`config.mk`:
```
export PLATFORM = sky130hd
export DESIGN_NAME = wvtp_task_table
export DESIGN_NICKNAME = d
export VERILOG_FILES = /design/src/design/wvtp_pkg.sv /design/src/design/wvtp_task_table.sv
export SDC_FILE = /design/constraint.sdc
export NUM_CORES = 2
export LEC_CHECK = 0
export BUFFER_PORTS_ARGS = -buffer_cell sky130_fd_sc_hd__buf_2
export CAP_MARGIN = 20
export CORE_MARGIN = 3
export CORE_UTILIZATION = 60
export CTS_BUF_LIST = sky130_fd_sc_hd__clkbuf_2 sky130_fd_sc_hd__clkbuf_4 sky130_fd_sc_hd__clkbuf_8
export CTS_CLUSTER_DIAMETER = 60
export DETAILED_ROUTE_END_ITERATION = 6
export HOLD_SLACK_MARGIN = 0.03
export PLACE_DENSITY = 0.76
export SLEW_MARGIN = 15
export SYNTH_ARGS = -nofsm -noshare
export SYNTH_HDL_FRONTEND = slang
export SYNTH_SLANG_ARGS = --single-unit
```
`constraint.sdc`:
```
create_clock -name clk -period 39.6 [get_ports clk]
set_clock_uncertainty 0.1 [all_clocks]
set_input_delay 5.94 -clock clk [delete_from_list [all_inputs] [get_ports clk]]
set_output_delay 5.94 -clock clk [all_outputs]
set_load 0.005 [all_outputs]
```
`src/design/wvtp_pkg.sv`:
```
// Shared types, codes and constants of the weighted virtual-runtime task picker.
`timescale 1ns / 1ps

package wvtp_pkg;

	// Defaults for the top-level parameters.
	localparam int MAX_TASKS_DEF     = 16;
	localparam int INVERSE_SHIFT_DEF = 32;

	// Field and register widths.
	localparam int FUNC_W     = 2;
	localparam int WEIGHT_W   = 17;
	localparam int SEL_W      = 4;
	localparam int STATUS_W   = 2;
	localparam int SLOT_W     = 4;
	localparam int RT_W       = 64;
	localparam int CNT_W      = 32;
	localparam int INV_W      = 32;
	localparam int DELTA_W    = 20;
	localparam int CFG_IDX_W  = 1;
	localparam int CFG_DATA_W = 32;

	// Weight that is charged the plain delta, and its shift.
	localparam int UNIT_WEIGHT = 1024;
	localparam int UNIT_SHIFT  = 10;

	// Register reset values.
	localparam logic [DELTA_W-1:0] DELTA_RESET = 20'd312342;
	localparam logic [INV_W-1:0]   NUM_RESET   = 32'hFFFF_FFFF;

	typedef enum logic [FUNC_W-1:0] {
		FUNC_INSERT = 2'd0,
		FUNC_TICK   = 2'd1,
		FUNC_READ   = 2'd2,
		FUNC_NOP    = 2'd3
	} func_t;

	typedef enum logic [STATUS_W-1:0] {
		STAT_OK       = 2'd0,
		STAT_FULL     = 2'd1,
		STAT_NO_TASKS = 2'd2,
		STAT_BAD_SLOT = 2'd3
	} status_t;

	typedef enum logic [CFG_IDX_W-1:0] {
		REG_TICK_DELTA = 1'd0,
		REG_INV_NUM    = 1'd1
	} cfg_reg_t;

	typedef enum logic [3:0] {
		SEQ_IDLE,
		SEQ_DECODE,
		SEQ_DIV,
		SEQ_SCAN_RD,
		SEQ_SCAN_CMP,
		SEQ_FETCH,
		SEQ_MUL,
		SEQ_UPDATE,
		SEQ_READ,
		SEQ_REPLY
	} seq_state_t;

	// One row of the task table.
	typedef struct packed {
		logic [RT_W-1:0]     runtime;
		logic [WEIGHT_W-1:0] weight;
		logic [INV_W-1:0]    inverse;
		logic [CNT_W-1:0]    count;
	} entry_t;

	// One result item.
	typedef struct packed {
		status_t             status;
		logic [SLOT_W-1:0]   slot;
		logic [RT_W-1:0]     runtime;
		logic [CNT_W-1:0]    count;
		logic [WEIGHT_W-1:0] weight;
	} result_t;

endpackage

```
`src/design/wvtp_task_table.sv`:
```
// Task table memory: one write port and one registered read port.
`timescale 1ns / 1ps

module wvtp_task_table #(
	parameter int MAX_TASKS = wvtp_pkg::MAX_TASKS_DEF
) (
	input  logic                         clk,
	input  logic                         rd_en,
	input  logic [$clog2(MAX_TASKS)-1:0] rd_addr,
	output wvtp_pkg::entry_t             rd_data,
	input  logic                         wr_en,
	input  logic [$clog2(MAX_TASKS)-1:0] wr_addr,
	input  wvtp_pkg::entry_t             wr_data
);

	wvtp_pkg::entry_t mem [MAX_TASKS];
	wvtp_pkg::entry_t rd_data_q;

	// Write port.
	always_ff @(posedge clk) begin
		if (wr_en) begin
			mem[wr_addr] <= wr_data;
		end
	end

	// Read port; the data holds while no read is issued.
	always_ff @(posedge clk) begin
		if (rd_en) begin
			rd_data_q <= mem[rd_addr];
		end
	end

	assign rd_data = rd_data_q;

endmodule

```
[Word-level counts from Yosys, hierarchy flattened]
Memories as Yosys holds them, arrays and structs flattened. A register that Yosys moved wholly into a read port is not among the register bits.
Index checks and enable logic that the tools add are counted.
Storage, ports and cells
  flip-flop bits (word level): 0
  bits in writable memories: 2320
  bits of input ports: 156
  word-level logic and storage cells: 3
  memories: 1
Memories
  mem: words 16, bits a word 145, rd ports 1, clocked after Yosys merged registers in 1, wr ports 1, line wvtp_task_table.sv:16  | wvtp_pkg::entry_t mem [MAX_TASKS];
Operators by class
  multiplexer cells: 2
Operator list (count)
  1-bit two-way mux: 2

[Longest topological paths before layout]
  depth after elaboration: 2
  mapped depth: 9

[Worst setup path before layout]
OpenSTA, ideal clock, no wires.
  path type: in2reg
  start point: in wr_addr[2]
  end point: mem mem[0][0] in the netlist's numbering, enable pin
  arrival: 16233 ps
  data required time: 38671 ps
  path slack: 22438 ps
  stages on the path: 2
  cell sequence: or3b_2 -> nor3_1
RTL lines
  start, declared: line wvtp_task_table.sv:12  | input logic [$clog2(MAX_TASKS)-1:0] wr_addr,
  end, declared: line wvtp_task_table.sv:16
Straight into the memory's write port.

==> run summary <==
The run gives 5.82% as the met3 usage in global routing. Along the worst path, the maximum fanout reaches 84. Setup repair after global routing left no endpoint under its margin. In the final routed layout, each cell accounts on average for 30.2 µm. For this design the total switching power over the nets is 1.09 mW. The total internal power was 4.11 mW.

The synthesized netlist contains 24 unique library cells. For the sequential share of power, the log shows 56.9%. The met2 track demand over resource was 42.1%; the synthesized flop and latch total was 2465.

The signed area change from the synthesized netlist to the final layout was 12.2%. The run finished with clean final reports. Clock latency on the worst-skew pair, taken at its later pin, is 1.04 ns. The number of nets still failing antenna checks after routing came out at 0. The minimum clock period after layout was 11.05 ns; the via density per instance was 6.39. The worst pin sits at a relative slew slack of 14.5%. For the number of failing hold endpoints at the final stage, the log shows 0. The clock net in this run drives a total of 2465 sinks.

The tools report the launching point of the worst reg2reg path as mem[5][13]. The final layout contains 4502 nets. The category of the worst setup path capture point was a flip-flop. The tools report the full die area as 157000 µm². The initialized floorplan defines 142 standard-cell rows. In this run, CTS created clock tree buffers numbering 387. The logs give 0 for the count of instances resized after the clock tree is built and 37.86 ns for the reg-to-reg setup timing slack.

The total wire length was 201000 µm; the filler cell count in the final layout was 9122. The horizontal die dimension was 396 µm. Capturing point of the worst reg2reg path: rd_data[13]. The share of async-settable or async-resettable flops after synthesis was 0%.

The max-slew violation count is 0. In this run the cell area of the synthesized design comes to 91400 µm². The tools report the sum of negative setup slack as 0 ns.

Number of DRC violations after detailed routing: 0. The tools report the number of buffers on the longest clock path as 4. The worst setup path is launched from an input port. The biggest cell delay along the critical path came out at 0.86 ns. For the critical path required time, the log shows 40.25 ns. Classification of the worst-slack hold path: flip-flop to flip-flop. The Yosys step of the flow raised 0 warnings.

In this run the count of I/O pins placed on the die edge is 301. Setup violations remaining at the end of the flow were counted as 0. Number of stages on the worst hold path: 3.

The post-route netlist has 34.4% of its cells at a drive strength greater than 1. The total area inside the core boundary comes to 151000 µm². Kind of critical path: input port to flip-flop. After clock tree synthesis, the clock-pin slew on the worst setup and hold paths is 0.06 ns. The worst hold path begins at mem[10][31]. Post-CTS timing repair inserted 0 buffers for setup. End point of the most critical hold path: rd_data[31]. In the global route stage, overall resource usage came out at 26.2%.

For this design, the CTS-stage hold fixing added 0 buffers. In this run the power density over the cells is 50.7 nW/µm². The total of buffers placed on input and output ports is 300. In this run the cell area measured after placement is 95300 µm². The tools report the routed via count as 42600. In this run the static leakage power is 32.9 nW. The critical path goes through buf_8 > buf_4 > buf_4 > buf_4 > buf_4 > buf_4 > mux4_2 > a22oi_1 > nand2_1. Mean cell area of the mapped netlist: 24.2 µm². For the pin with the worst max-slew slack, the measured transition is 1.28 ns. Synthesis produced a netlist with a net count of 3934. The logs give 44200 for the via count of the first global-routing pass and 60.7% for the initial core utilization. Data arrival at the endpoint of the critical path: 11.70 ns. The number of cells on the worst reg-to-reg path is 3. The tool flagged a number of max-cap violations equal to 0. Peak-usage layer in the global routing report: met2. Among the stages of the critical path, the cell type that occurs most often is sky130_fd_sc_hd__buf_4. The global routing met1 resource utilization was 36.0%. TritonCTS built the clock tree. The tools report the first-pass iteration count of the detailed router as 5. Detailed placement finished with a half-perimeter wire length of 96100 µm. Synthesis produced a netlist whose cell count is 3778.

The slowest library cell on the worst path is sky130_fd_sc_hd__buf_4. Of the synthesized area, sequential elements account for 81.0%. The number of antenna violations at the first check in global routing was 51; the worst IR drop on VDD was 32.1 µV.

The logs give 297000 µm for the wire length of the first global-routing pass and 38.4% for the clock share of power. In the finished design, the share of the clock period the worst path needs comes to 27.9%. The die is 396 µm tall. The tree is rooted in a sky130_fd_sc_hd__clkbuf_8. Among all flip-flop cells after synthesis, the most frequent one is sky130_fd_sc_hd__edfxtp_1. Net switching is 21.0% of the power. The tools report the number of DRC markers after the initial detailed-route iteration as 4500. The fraction of power consumed by combinational cells came out at 4.7%.

For the final weighted congestion in routability-driven placement, the log shows 0.721. Static timing analysis puts the maximum clock frequency at 0.0905 GHz. The H-tree depth reported by CTS was 5; the aggregate global routing overflow was 0. The largest net degree at the start of global routing was 155.

Yosys mapped a number of flops with a built-in enable equal to 2465. Once layout is done, the placed cells without fillers occupy 103000 µm².
-- metal layers --
layer,vias up,wire [µm]
met5,-,203
met4,32,6570
met3,448,18000
met2,2039,100000
met1,22600,76300
li1,17500,-
-- worst max-delay path by stage --
stage | start | end | slack [ns] | cells past startpoint
floorplan | wr_addr[2] | mem[0][0] | 22.44 | 2
global placement | rd_addr[0] | rd_data[111] | 27.36 | 9
detailed placement | rd_addr[0] | rd_data[105] | 27.29 | 9
CTS | rd_addr[0] | rd_data[105] | 28.42 | 9
global route | rd_addr[0] | rd_data[112] | 27.87 | 9
finish | rd_addr[0] | rd_data[120] | 28.55 | 9
-- state kept, by name (all words and copies together), names as in the netlist --
register,flops
mem,2320
rd_data,145
-- through the flow --
stage	cells	total power [mW]	worst slack [ns]	hold WS (ns)	utilization, %
final	6665	5.20	28.55	0.610	68.1
after global routing	6646	5.38	27.87	0.640	68.0
after global placement	5971	3.25	27.36	0.621	63.3
after floorplan	3778	3.16	22.44	0.610	-
after detailed placement	5972	3.26	27.29	0.633	63.3
after CTS	6633	5.24	28.42	0.615	68.0
-- cell type report --
cell class	instances	area, µm²	area share, %
antenna	31	77.6	0.0756
clock buffer	528	6420	6.26
clock inverter	133	703	0.686
multi-input combinational	1114	16500	16.1
sequential	2465	74000	72.2
tap	2016	2520	2.46
timing repair buffer	378	2320	2.26
-- worst max-delay path: cells and delay by family --
| family | cells | cell delay (ns) |
|---|---|---|
| buffers and inverters | 6 | 4.49 |
| muxes | 1 | 0.60 |
| and+or+nand+nor | 1 | 0.08 |
| AOI/OAI and AO/OA | 1 | 0.21 |
-- synth_stat cells, types with 13 or more instances --
| cell type | n | share of area (%) |
|---|---|---|
| sky130_fd_sc_hd__a22oi_1 | 253 | 2.1 |
| sky130_fd_sc_hd__buf_2 | 83 | 0.45 |
| sky130_fd_sc_hd__buf_4 | 29 | 0.24 |
| sky130_fd_sc_hd__buf_6 | 13 | 0.16 |
| sky130_fd_sc_hd__clkbuf_1 | 63 | 0.26 |
| sky130_fd_sc_hd__edfxtp_1 | 2465 | 81 |
| sky130_fd_sc_hd__mux2_2 | 53 | 0.65 |
| sky130_fd_sc_hd__mux2i_1 | 26 | 0.28 |
| sky130_fd_sc_hd__mux4_2 | 550 | 14 |
| sky130_fd_sc_hd__nand2_1 | 117 | 0.48 |
| sky130_fd_sc_hd__nand2b_1 | 16 | 0.11 |
| sky130_fd_sc_hd__nor2_1 | 15 | 0.062 |
| sky130_fd_sc_hd__nor2b_1 | 24 | 0.16 |
| sky130_fd_sc_hd__o221ai_1 | 18 | 0.17 |
-- logic make-up (layout without fill, tap and decap cells) --
kind of cell | Yosys count | in the layout | synth area share [%]
AND/OR/NAND/NOR | 184 | 184 | 0.896
buffers and inverters | 199 | 1039 | 1.16
AO/OA/AOI/OAI | 301 | 301 | 2.49
flip-flops | 2465 | 2465 | 81.0
multiplexers | 629 | 629 | 14.5
other | 0 | 31 | 0
-- placed cells by master (no fill, tap or decap), types with 18 or more instances in the layout --
master / count
sky130_fd_sc_hd__clkinv_1: 78
sky130_fd_sc_hd__mux2_2: 53
sky130_fd_sc_hd__nand2_1: 117
sky130_fd_sc_hd__clkbuf_8: 394
sky130_fd_sc_hd__o221ai_1: 18
sky130_fd_sc_hd__clkinv_2: 40
sky130_fd_sc_hd__buf_2: 296
sky130_fd_sc_hd__a22oi_1: 253
sky130_fd_sc_hd__nor2b_1: 20
sky130_fd_sc_hd__clkbuf_4: 135
sky130_fd_sc_hd__diode_2: 31
sky130_fd_sc_hd__mux2i_1: 26
sky130_fd_sc_hd__edfxtp_1: 2465
sky130_fd_sc_hd__buf_4: 63
sky130_fd_sc_hd__mux4_2: 550
-- power groups by stage --
stage | clock, mW | combinational, mW | sequential, mW
global placement | 0 | 0.241 | 3.01
global route | 2.15 | 0.263 | 2.96
detailed placement | 0 | 0.247 | 3.02
finish | 2.00 | 0.244 | 2.96
floorplan | 0 | 0.141 | 3.01
CTS | 2.03 | 0.247 | 2.96
(Power assumes the default switching activity.)
