$ cat config.mk
export PLATFORM = sky130hd
export DESIGN_NAME = wvtp_divider
export DESIGN_NICKNAME = d
export VERILOG_FILES = /design/src/design/wvtp_pkg.sv /design/src/design/wvtp_divider.sv
export SDC_FILE = /design/constraint.sdc
export NUM_CORES = 1
export LEC_CHECK = 0
export ABC_AREA = 1
export BUFFER_PORTS_ARGS = -buffer_cell sky130_fd_sc_hd__buf_2
export CORE_AREA = 2 2 65 128
export DETAILED_ROUTE_END_ITERATION = 6
export DIE_AREA = 0 0 67 130
export GPL_TIMING_DRIVEN = 0
export PLACE_DENSITY = 0.78
export SLEW_MARGIN = 20
export SYNTH_ARGS = -nofsm -noshare
export SYNTH_HDL_FRONTEND = slang
export SYNTH_SLANG_ARGS = --single-unit
$ cat constraint.sdc
create_clock -name clk -period 2.4 [get_ports clk]
set_input_delay 0.48 -clock clk [delete_from_list [all_inputs] [get_ports clk]]
set_output_delay 0.48 -clock clk [all_outputs]
set_load 0.05 [all_outputs]
$ cat src/design/wvtp_pkg.sv
// Shared types, codes and constants of the weighted virtual-runtime task picker.
`timescale 1ns / 1ps

package wvtp_pkg;

	// Defaults for the top-level parameters.
	localparam int MAX_TASKS_DEF     = 16;
	localparam int INVERSE_SHIFT_DEF = 32;

	// Field and register widths.
	localparam int FUNC_W     = 2;
	localparam int WEIGHT_W   = 17;
	localparam int SEL_W      = 4;
	localparam int STATUS_W   = 2;
	localparam int SLOT_W     = 4;
	localparam int RT_W       = 64;
	localparam int CNT_W      = 32;
	localparam int INV_W      = 32;
	localparam int DELTA_W    = 20;
	localparam int CFG_IDX_W  = 1;
	localparam int CFG_DATA_W = 32;

	// Weight that is charged the plain delta, and its shift.
	localparam int UNIT_WEIGHT = 1024;
	localparam int UNIT_SHIFT  = 10;

	// Register reset values.
	localparam logic [DELTA_W-1:0] DELTA_RESET = 20'd312342;
	localparam logic [INV_W-1:0]   NUM_RESET   = 32'hFFFF_FFFF;

	typedef enum logic [FUNC_W-1:0] {
		FUNC_INSERT = 2'd0,
		FUNC_TICK   = 2'd1,
		FUNC_READ   = 2'd2,
		FUNC_NOP    = 2'd3
	} func_t;

	typedef enum logic [STATUS_W-1:0] {
		STAT_OK       = 2'd0,
		STAT_FULL     = 2'd1,
		STAT_NO_TASKS = 2'd2,
		STAT_BAD_SLOT = 2'd3
	} status_t;

	typedef enum logic [CFG_IDX_W-1:0] {
		REG_TICK_DELTA = 1'd0,
		REG_INV_NUM    = 1'd1
	} cfg_reg_t;

	typedef enum logic [3:0] {
		SEQ_IDLE,
		SEQ_DECODE,
		SEQ_DIV,
		SEQ_SCAN_RD,
		SEQ_SCAN_CMP,
		SEQ_FETCH,
		SEQ_MUL,
		SEQ_UPDATE,
		SEQ_READ,
		SEQ_REPLY
	} seq_state_t;

	// One row of the task table.
	typedef struct packed {
		logic [RT_W-1:0]     runtime;
		logic [WEIGHT_W-1:0] weight;
		logic [INV_W-1:0]    inverse;
		logic [CNT_W-1:0]    count;
	} entry_t;

	// One result item.
	typedef struct packed {
		status_t             status;
		logic [SLOT_W-1:0]   slot;
		logic [RT_W-1:0]     runtime;
		logic [CNT_W-1:0]    count;
		logic [WEIGHT_W-1:0] weight;
	} result_t;

endpackage

$ cat src/design/wvtp_divider.sv
// Serial restoring divider that forms the inverse weight, one quotient bit per cycle.
`timescale 1ns / 1ps

module wvtp_divider (
	input  logic                         clk,
	input  logic                         arst_n,
	input  logic                         start,
	input  logic [wvtp_pkg::INV_W-1:0]    dividend,
	input  logic [wvtp_pkg::WEIGHT_W-1:0] divisor,
	output logic                         done,
	output logic [wvtp_pkg::INV_W-1:0]    quotient
);

	localparam int QW = wvtp_pkg::INV_W;
	localparam int DW = wvtp_pkg::WEIGHT_W;
	localparam int SW = $clog2(QW);

	logic          busy_q;
	logic          done_q;
	logic [SW-1:0] step_q;
	logic [DW-1:0] rem_q;
	logic [DW-1:0] dvs_q;
	logic [QW-1:0] quo_q;

	logic [DW:0]   trial;
	logic [DW:0]   diff;
	logic          fits;

	// Shift the next dividend bit into the partial remainder and try the subtraction.
	// A zero divisor always fits, so the quotient comes out all ones.
	assign trial = {rem_q, quo_q[QW-1]};
	assign diff  = trial - {1'b0, dvs_q};
	assign fits  = (trial >= {1'b0, dvs_q});

	// Control: busy for one step per quotient bit, then a one-cycle done pulse.
	always_ff @(posedge clk or negedge arst_n) begin
		if (!arst_n) begin
			busy_q <= 1'b0;
			done_q <= 1'b0;
			step_q <= '0;
		end else begin
			done_q <= 1'b0;
			if (start) begin
				busy_q <= 1'b1;
				step_q <= '0;
			end else if (busy_q) begin
				step_q <= step_q + 1'b1;
				if (step_q == SW'(QW - 1)) begin
					busy_q <= 1'b0;
					done_q <= 1'b1;
				end
			end
		end
	end

	// Datapath: the dividend shifts out at the top while quotient bits enter at the bottom.
	always_ff @(posedge clk) begin
		if (start) begin
			quo_q <= dividend;
			rem_q <= '0;
			dvs_q <= divisor;
		end else if (busy_q) begin
			quo_q <= {quo_q[QW-2:0], fits};
			rem_q <= fits ? diff[DW-1:0] : trial[DW-1:0];
		end
	end

	assign done     = done_q;
	assign quotient = quo_q;

endmodule

## Word level (Yosys, flattened, before mapping)

Index checks and enable logic that the tools add are counted.

- Input port bits: 52
- Register bits after elaboration: 73
- Logic and storage cells: 22
- Output and inout port bits: 33

- Add/sub/neg operators: 2
- Order comparisons: 1
- Reduce and logical (&&, ||, !) cells: 1
- Muxes and demuxes: 11
- Equality and inequality tests: 1

Operators with widths:

| cell | count |
|---|---|
| $mux 32 | 2 |
| $ge 18x17->1 | 1 |
| $mux 17 | 1 |
| $sub 17x17->17 | 1 |
| $mux 5 | 2 |
| $mux 1 | 6 |
| $add 5x1->5 const B | 1 |
| $eq 5x5->1 const B | 1 |
| $reduce_bool 2->1 | 1 |

## Logic depth before layout (Yosys ltp)

Gate-level depths: netlist (run 1).

- Word-level depth: 4
- Mapped depth: 15
- Depth with buffers taken out: 15

## Worst setup path after synthesis (run 1)

No wires, ideal clock.

- Path kind: register to register
- From: register quo_q[31], in the netlist quotient[31]
- To: register quo_q[0], in the netlist quotient[0] (data pin)
- Cell stages (with the launch flop): 11
- Buffers on the path: 2
- Library setup time: 0.261 ns
- Slack: 0.200 ns
- Period minus slack after synthesis: 2.200 ns
- Arrival: 1.939 ns
- Path through: edfxtp_1 inv_1 ha_1 inv_1 fa_1 nand3_1 nand3_2 nand2_2 buf_6 buf_6 a31oi_1

- Longest elaborated chain between the ends: 3

Ends and longest elaborated chain:

| item | line | source |
|---|---|---|
| start, declared | wvtp_divider.sv:23 | `logic [QW-1:0] quo_q;` |
| start signal, assigned | wvtp_divider.sv:59 | `quo_q <= dividend;` |
| start signal, assigned | wvtp_divider.sv:63 | `quo_q <= {quo_q[QW-2:0], fits};` |
| $ge 18x17->1 | wvtp_divider.sv:33 | `assign fits = (trial >= {1'b0, dvs_q});` |
| $mux 32 | wvtp_divider.sv:62 | `end else if (busy_q) begin` |
| $mux 32 | wvtp_divider.sv:58 | `if (start) begin` |

No other way between the ends. The select of a mux whose other input is x is not followed.
A chain may end at the register's enable or synchronous reset.

## Final worst setup path (run 1)

- From: register quo_q[31], in the netlist quotient[31]
- To: register rem_q[8]

- Longest elaborated chain between the ends: 2

Ends and longest elaborated chain:

| item | line | source |
|---|---|---|
| $sub 17x17->17 / $ge 18x17->1 (equally long branches) | wvtp_divider.sv:32, wvtp_divider.sv:33 |  |
| $mux 17 * | wvtp_divider.sv:64 | `rem_q <= fits ? diff[DW-1:0] : trial[DW-1:0];` |
| end signal, assigned | wvtp_divider.sv:64 |  |
| end, declared | wvtp_divider.sv:21 | `logic [DW-1:0] rem_q;` |

Mark *: on every way between the ends. The rest lies on a longest branch, timed or not.

==> results of run 1 <==
## area by class of cell
class                   instances  area [µm²]  share of cell area
multi-input cells             362        1772              0.3531
inverters                      79       297.8             0.05935
flip-flops and latches         73        1987              0.3960
well taps                      96       120.1             0.02394
clock inverters                 6       90.09             0.01796
clock buffers                  10       229.0             0.04564
plain buffers                  14       91.34             0.01820
repair buffers                 85       430.4             0.08579
## power breakdown
part | switching (mW) | internal (mW)
clock network | 0.518 | 0.913
logic | 1.53 | 0.879
registers | 0.130 | 1.58
total | 2.18 | 3.37
## stage by stage
step	setup TNS (ps)	area, µm²	power (mW)	cells
4_1_cts	0	5017	5.568	725
3_3_place_gp	-26360	4687	4.061	708
6_report	0	5017	5.545	725
3_5_place_dp	0	4688	4.101	708
2_1_floorplan	0	4146	3.587	528
5_1_grt	0	5017	5.948	725
## Yosys cell counts (3+ instances only)
cell      number  share of area
nand2_1      221           0.20
inv_1         77          0.070
edfxtp_1      49           0.35
nand3_1       35          0.042
ha_1          19          0.057
nor2_1        19          0.017
dfxtp_1       17          0.082
a21oi_1       11          0.013
nand3b_1      11          0.020
o21ai_0       10          0.012
clkbuf_1       8         0.0072
dfrtp_1        7          0.042
nor3_1         7         0.0084
xnor2_1        7          0.015
nand2_2        6         0.0091
buf_6          5          0.014
nand3_2        3         0.0072
## routing by layer
metal  global-route usage  wire, µm
met1               0.2935      4146
met2               0.3512      4552
met3              0.03879       420
met4              0.09724       170
met5                    0         0
## registers in the layout, summed over array words and instances, names as in the netlist
signal	flops
dvs_q	17
rem_q	17
done	1
busy_q	1
step_q	5
quotient	32
## logic make-up (layout without fill, tap and decap cells)
family                   count (synthesis)  in the layout  share of synthesized area
AO/OA/AOI/OAI                           28             28                    0.03742
flip-flops                              73             73                     0.4792
XOR/XNOR                                 7              7                    0.01479
adder cells (fa/ha/maj)                 20             20                    0.06216
AND/OR/NAND/NOR                        307            307                     0.3129
buffers and inverters                   93            194                    0.09354
## critical path: cells and delay by family, from the launching register on
kind	cells	cell delay [ps]
flip-flops	1	410
AO/OA/AOI/OAI	1	70
buffers and inverters	4	470
AND/OR/NAND/NOR	5	520
adder cells (fa/ha/maj)	2	570
## placed cells by master, fill, tap and decap left out, drive strengths merged
| master | synthesis | final |
|---|---|---|
| nand3b | 11 | 11 |
| inv | 77 | 78 |
| nand2 | 227 | 227 |
| xnor2 | 7 | 7 |
| ha | 19 | 19 |
| fa | 1 | 1 |
| dfxtp | 17 | 17 |
| dlygate4sd3 | 0 | 1 |
| nor3 | 7 | 7 |
| dfrtp | 7 | 7 |
| clkbuf | 8 | 18 |
| a21oi | 11 | 11 |
| a31oi | 2 | 2 |
| buf | 6 | 90 |
| o21bai | 2 | 2 |
| edfxtp | 49 | 49 |
| o21ai | 12 | 12 |
| a22o | 1 | 1 |
| nor4 | 1 | 1 |
| nand4 | 1 | 1 |
| nor2 | 21 | 21 |
| and2 | 1 | 1 |
| nand3 | 38 | 38 |
| bufinv | 0 | 2 |
| clkinv | 2 | 4 |
| clkinvlp | 0 | 1 |
## worst max path at each step
stage / from / endpoint / slack (ps) / cells after the start
detailed placement: start / quotient[8] / 6 / 6
global placement: start / quotient[5] / -660 / 4
floorplan: quotient[31] / quotient[0] / 200 / 10
CTS: quotient[31] / rem_q[7] / 210 / 12
global route: quotient[31] / rem_q[16] / 50 / 14
finish: quotient[31] / rem_q[8] / 220 / 12
## repair_timing
item                       CTS  global route
hold endpoints to repair     7             0
setup endpoints to repair    0             0
hold buffers                 1             0
==> metrics.md, run 1 <==
| Metric | Value |
|---|---|
| Outcome | `finished, final reports clean` |
| Slew headroom | `0.3731` |
| Antenna Cells | `0` |
| Die height | `130 µm` |
| Worst Setup Start Kind | `flop` |
| Via density per instance | `4.981` |
| Final Util | `0.6410` |
| Post-Syn Instances | `around 530` |
| Max incr delay on CP | `430 ps` |
| Register area share after synthesis | `0.4792` |
| DR pass1 iterations | `4` |
| Post-synth EDFFs | `49` |
| GRT Util Overall | `0.2213` |
| Fillers | `around 700` |
| Total grt overflow | `0` |
| Post-synth ARST share | `0.09589` |
| Share of cells above drive strength 1 | `0.1876` |
| Required time worst endpoint | `2600 ps` |
| Routed wire length | `9.288 mm` |
| Number of global-route vias before repair | `roughly 3300` |
| Netlist cell types | `30` |
| Row cnt | `between 40 and 50` |
| Crit-path max FO | `10` |
| Initial Util | `0.5297` |
| Final WS setup | `~220 ps` |
| Crit path arrival time | `between 2000 and 2500 ps` |
| Final worst-path cycle share | `0.9067` |
| Final ANT Viol Nets | `0` |
| Worst skew pair latency | `between 300 and 400 ps` |
| WHS | `~320 ps` |
| Setup CP Type | `reg -> reg` |
| Post-Syn Area per Cell | `roughly 8 µm²` |
| Area Growth Syn to Fin | `21.00%` |
| Beginning of the worst hold path | `divisor[11]` |
| Final #Nets | `a little under 700` |
| Clock slew at reported path FFs | `~60 ps` |
| RSZ-0062 raised after global routing | `no` |
| CTS Buf Count | `9` |
| First DRT Iteration DRCs | `222` |
| Global-route wire length before repair | `about 15 mm` |
| Wire per inst | `approximately 13 µm` |
| Vias | `~3600` |
| Final setup viols | `0` |
| Highest Clock Rate | `between 0.4 and 0.5 GHz` |
| Worst-margin pin slew | `937.0 ps` |
| Initial antenna violation count | `0` |
| Mapped cell area | `4146 µm²` |
| Die width | `between 60 and 70 µm` |
| RR Startpoint | `quotient[31]` |
| # H-tree levels | `3` |
| Total power density per cell area | `~1100 nW/µm²` |
| Min-delay worst type | `in -> reg` |
| Clock Tree Buf Depth | `2` |
| Number of port buffers | `84` |
| Core area | `just under 8000 µm²` |
| Post-CTS Setup Bufs | `0` |
| Pins over their slew limit | `0` |
| Leak | `around 2.7 nW` |
| Peak supply drop | `slightly above 0.7 mV` |
| Dpl hpwl | `6.609 mm` |
| #FFs+latches synth | `between 70 and 80` |
| R2R setup slack | `around 220 ps` |
| Largest net degree at the start of global routing | `42` |
| Max-cap violations | `0` |
| R2R cell count | `12` |
| Min-Delay Path Depth | `1` |
| Hold Crit Endpoint | `dvs_q[11]` |
| Gp weighted congestion | `0.9021` |
| Final hold vios | `0` |
| Die Footprint | `between 8000 and 9000 µm²` |
| Clock skew | `4.658 ps` |
| CTS Root Cell | `clkbuf_16` |
| Critical Path Slowest Stage Cell | `fa_1` |
| FF-to-FF End | `rem_q[8]` |
| Worst path cell trace | `inv_1 -> ha_1 -> inv_1 -> fa_1 -> nand3_1 -> nand3_2 -> nand2_2 -> buf_6 -> buf_6 -> nand3_2 -> nand3_1 -> o21ai_1` |
| CTS tree | `yes` |
| IO Pins | `85` |
| Synth warn | `0` |
| Fin crit period | `roughly 2200 ps` |
| Crit end category | `flop` |
| Top_reg_cell synth | `edfxtp_1` |
| Resize count post-CTS | `0` |
| Syn_nets | `600` |
| Drc violations | `0` |
| TritonCTS Sinks | `between 70 and 80` |
| Post-placement worst setup slack | `about 5.9 ps` |
Power figures use the tool's default switching activity.
==> inputs of run 2 (changes only) <==
--- a/config.mk
+++ b/config.mk
@@ -6,7 +6,7 @@
 export NUM_CORES = 1
 export LEC_CHECK = 0
 export ABC_AREA = 1
-export BUFFER_PORTS_ARGS = -buffer_cell sky130_fd_sc_hd__buf_2
+export BUFFER_PORTS_ARGS = -buffer_cell sky130_fd_sc_hd__clkbuf_2
 export CORE_AREA = 2 2 65 128
 export DETAILED_ROUTE_END_ITERATION = 6
 export DIE_AREA = 0 0 67 130
==> run 2 against run 1 <==
- non-clock buffer count is the same
- flip-flop and latch count is the same
- clock skew grew 0.76 ps
- wire length grew 0.25%
- register-to-register slack lost 40 ps
- final cell count is the same
- critical path depth is the same
- setup slack lost 38 ps
- largest cell class unchanged
- highest routed layer unchanged
==> metrics.md, run 2 (synthesis gave the netlist of run 1 again) <==
| Metric | Value |
|---|---|
| Min-Delay Path Depth | `1` |
| DR pass1 iterations | `5` |
| Largest register FFs | `32` |
| Highest Clock Rate | `between 0.4 and 0.5 GHz` |
| Final setup viols | `0` |
| Required time worst endpoint | `between 2000 and 3000 ps` |
| Initial antenna violation count | `0` |
| Via density per instance | `just under 5` |
| CTS Buf Count | `9` |
| Gp weighted congestion | `roughly 0.90` |
| Delay-heaviest family, CP | `adder cells` |
| WHS | `317.5 ps` |
| Peak supply drop | `~0.64 mV` |
| Commonest non-fill, non-tap cell in the layout | `nand2_1` |
| Final worst-path cycle share | `0.9225` |
| Slew headroom | `0.3710` |
| Crit-path max FO | `10` |
| FF-to-FF End | `rem_q[8]` |
| Setup CP Type | `reg -> reg` |
| Clock slew at reported path FFs | `around 60 ps` |
| Worst Setup Start Kind | `flop` |
| TritonCTS Sinks | `73` |
| Max-cap violations | `0` |
| Vias | `roughly 3600` |
| Wire per inst | `~13 µm` |
| R2R setup slack | `190 ps` |
| Drc violations | `0` |
| Antenna Cells | `0` |
| Worst-margin pin slew | `940.0 ps` |
| Die Footprint | `8710 µm²` |
| Min-delay worst type | `in -> reg` |
| # H-tree levels | `3` |
| Row cnt | `46` |
| Area Growth Syn to Fin | `20.40%` |
| RR Startpoint | `quotient[31]` |
| Die height | `about 130 µm` |
| RSZ-0062 raised after global routing | `no` |
| Critical Path Slowest Stage Cell | `fa_1` |
| Fin crit period | `approximately 2200 ps` |
| Largest net degree at the start of global routing | `42` |
| Worst Path Buf+Inv | `4` |
| Die width | `approximately 67 µm` |
| Clock Tree Buf Depth | `2` |
| CTS tree | `yes` |
| Number of port buffers | `84` |
| Leak | `between 2 and 3 nW` |
| First DRT Iteration DRCs | `220` |
| Routed wire length | `9.311 mm` |
| Outcome | `finished, final reports clean` |
| Dpl hpwl | `about 6.7 mm` |
| Crit end category | `flop` |
| Number of global-route vias before repair | `3256` |
| Clock skew | `roughly 5.4 ps` |
| Multi-input logic area | `between 1500 and 2000 µm²` |
| Share of cells above drive strength 1 | `0.1876` |
| Initial Util | `0.5297` |
| Max incr delay on CP | `430 ps` |
| Commonest cells after routing, fill and taps aside | `221 x nand2_1, 84 x clkbuf_2, 77 x inv_1, 49 x edfxtp_1, 35 x nand3_1` |
| Pins over their slew limit | `0` |
| Register Area | `a little under 2000 µm²` |
| Resize count post-CTS | `0` |
| Final #Nets | `696` |
| GRT Util Overall | `0.2249` |
| Setup tns final | `0 ps` |
| Post-CTS Setup Bufs | `0` |
| Worst skew pair latency | `340 ps` |
| Fillers | `~700` |
| Worst path cell trace | `inv_1 -> ha_1 -> inv_1 -> fa_1 -> nand3_1 -> nand3_2 -> nand2_2 -> buf_6 -> buf_6 -> nand3_2 -> nand3_1 -> o21ai_1` |
| Hold Crit Endpoint | `dvs_q[0]` |
| CTS Root Cell | `clkbuf_16` |
| Final ANT Viol Nets | `0` |
| Total grt overflow | `0` |
| R2R cell count | `12` |
| IO Pins | `85` |
| Global-route wire length before repair | `14.71 mm` |
| Crit path arrival time | `2410 ps` |
| Beginning of the worst hold path | `divisor[0]` |
| Core area | `just under 8000 µm²` |
| Final hold vios | `0` |
| Total power density per cell area | `between 1000 and 1500 nW/µm²` |
-- run 2: worst reg2reg max path: stages (launching register included) --
cell,delay [ps]
edfxtp_1,400
inv_1,100
ha_1,160
inv_1,70
fa_1,430
nand3_1,130
nand3_2,130
nand2_2,110
buf_6,150
buf_6,170
nand3_2,80
nand3_1,80
o21ai_1,70
-- run 2: layer usage --
metal	GRT usage	routed length, µm	vias up
met5	0	0	-
met4	0.09004	153	0
met3	0.04741	514	16
met2	0.3628	4583	96
met1	0.2915	4059	1625
li1	-	-	1858
-- run 2: report_power, final --
group	switching [mW]	leakage, nW	total (mW)	internal (mW)
Clock	0.518	0.143	1.32	0.802
Sequential	0.128	0.748	1.70	1.58
Combinational	1.53	1.77	2.41	0.880
Total	2.18	2.67	5.44	3.26
-- run 2: layout make-up --
| cell class | instances | area share |
|---|---|---|
| Inverter | 79 | 0.05965 |
| Buffer | 14 | 0.01830 |
| Tap cell | 96 | 0.02406 |
| Sequential cell | 73 | 0.3980 |
| Multi-Input combinational cell | 362 | 0.3549 |
| Timing Repair Buffer | 85 | 0.08622 |
| Clock buffer | 9 | 0.04511 |
| Clock inverter | 7 | 0.01378 |
-- run 2: how the worst max path moves through the flow --
stage	startpoint	endpoint	slack [ps]	cells past startpoint
finish	quotient[31]	rem_q[8]	190	12
global route	start	rem_q[0]	9	5
CTS	quotient[31]	rem_q[8]	180	12
detailed placement	start	rem_q[3]	-120	5
global placement	start	quotient[5]	-780	4
floorplan	quotient[31]	quotient[0]	200	10
-- run 2: metrics by stage --
step           total power, mW  utilization  instance area, µm²  setup slack (ps)  instances
3_3_place_gp             4.063       0.5988                4687            -780.6        708
6_report                 5.438       0.6378                4992             186.0        725
3_5_place_dp             4.099       0.5989                4688            -117.9        708
5_1_grt                  5.836       0.6378                4992             8.753        725
4_1_cts                  5.451       0.6378                4992             178.3        725
2_1_floorplan            3.587            -                4146             200.0        528
-- run 2: what timing repair did --
| action | CTS | global route |
|---|---|---|
| hold buffers | 1 | 0 |
| setup endpoints to repair | 0 | 0 |
| endpoints found under the hold margin | 7 | 0 |
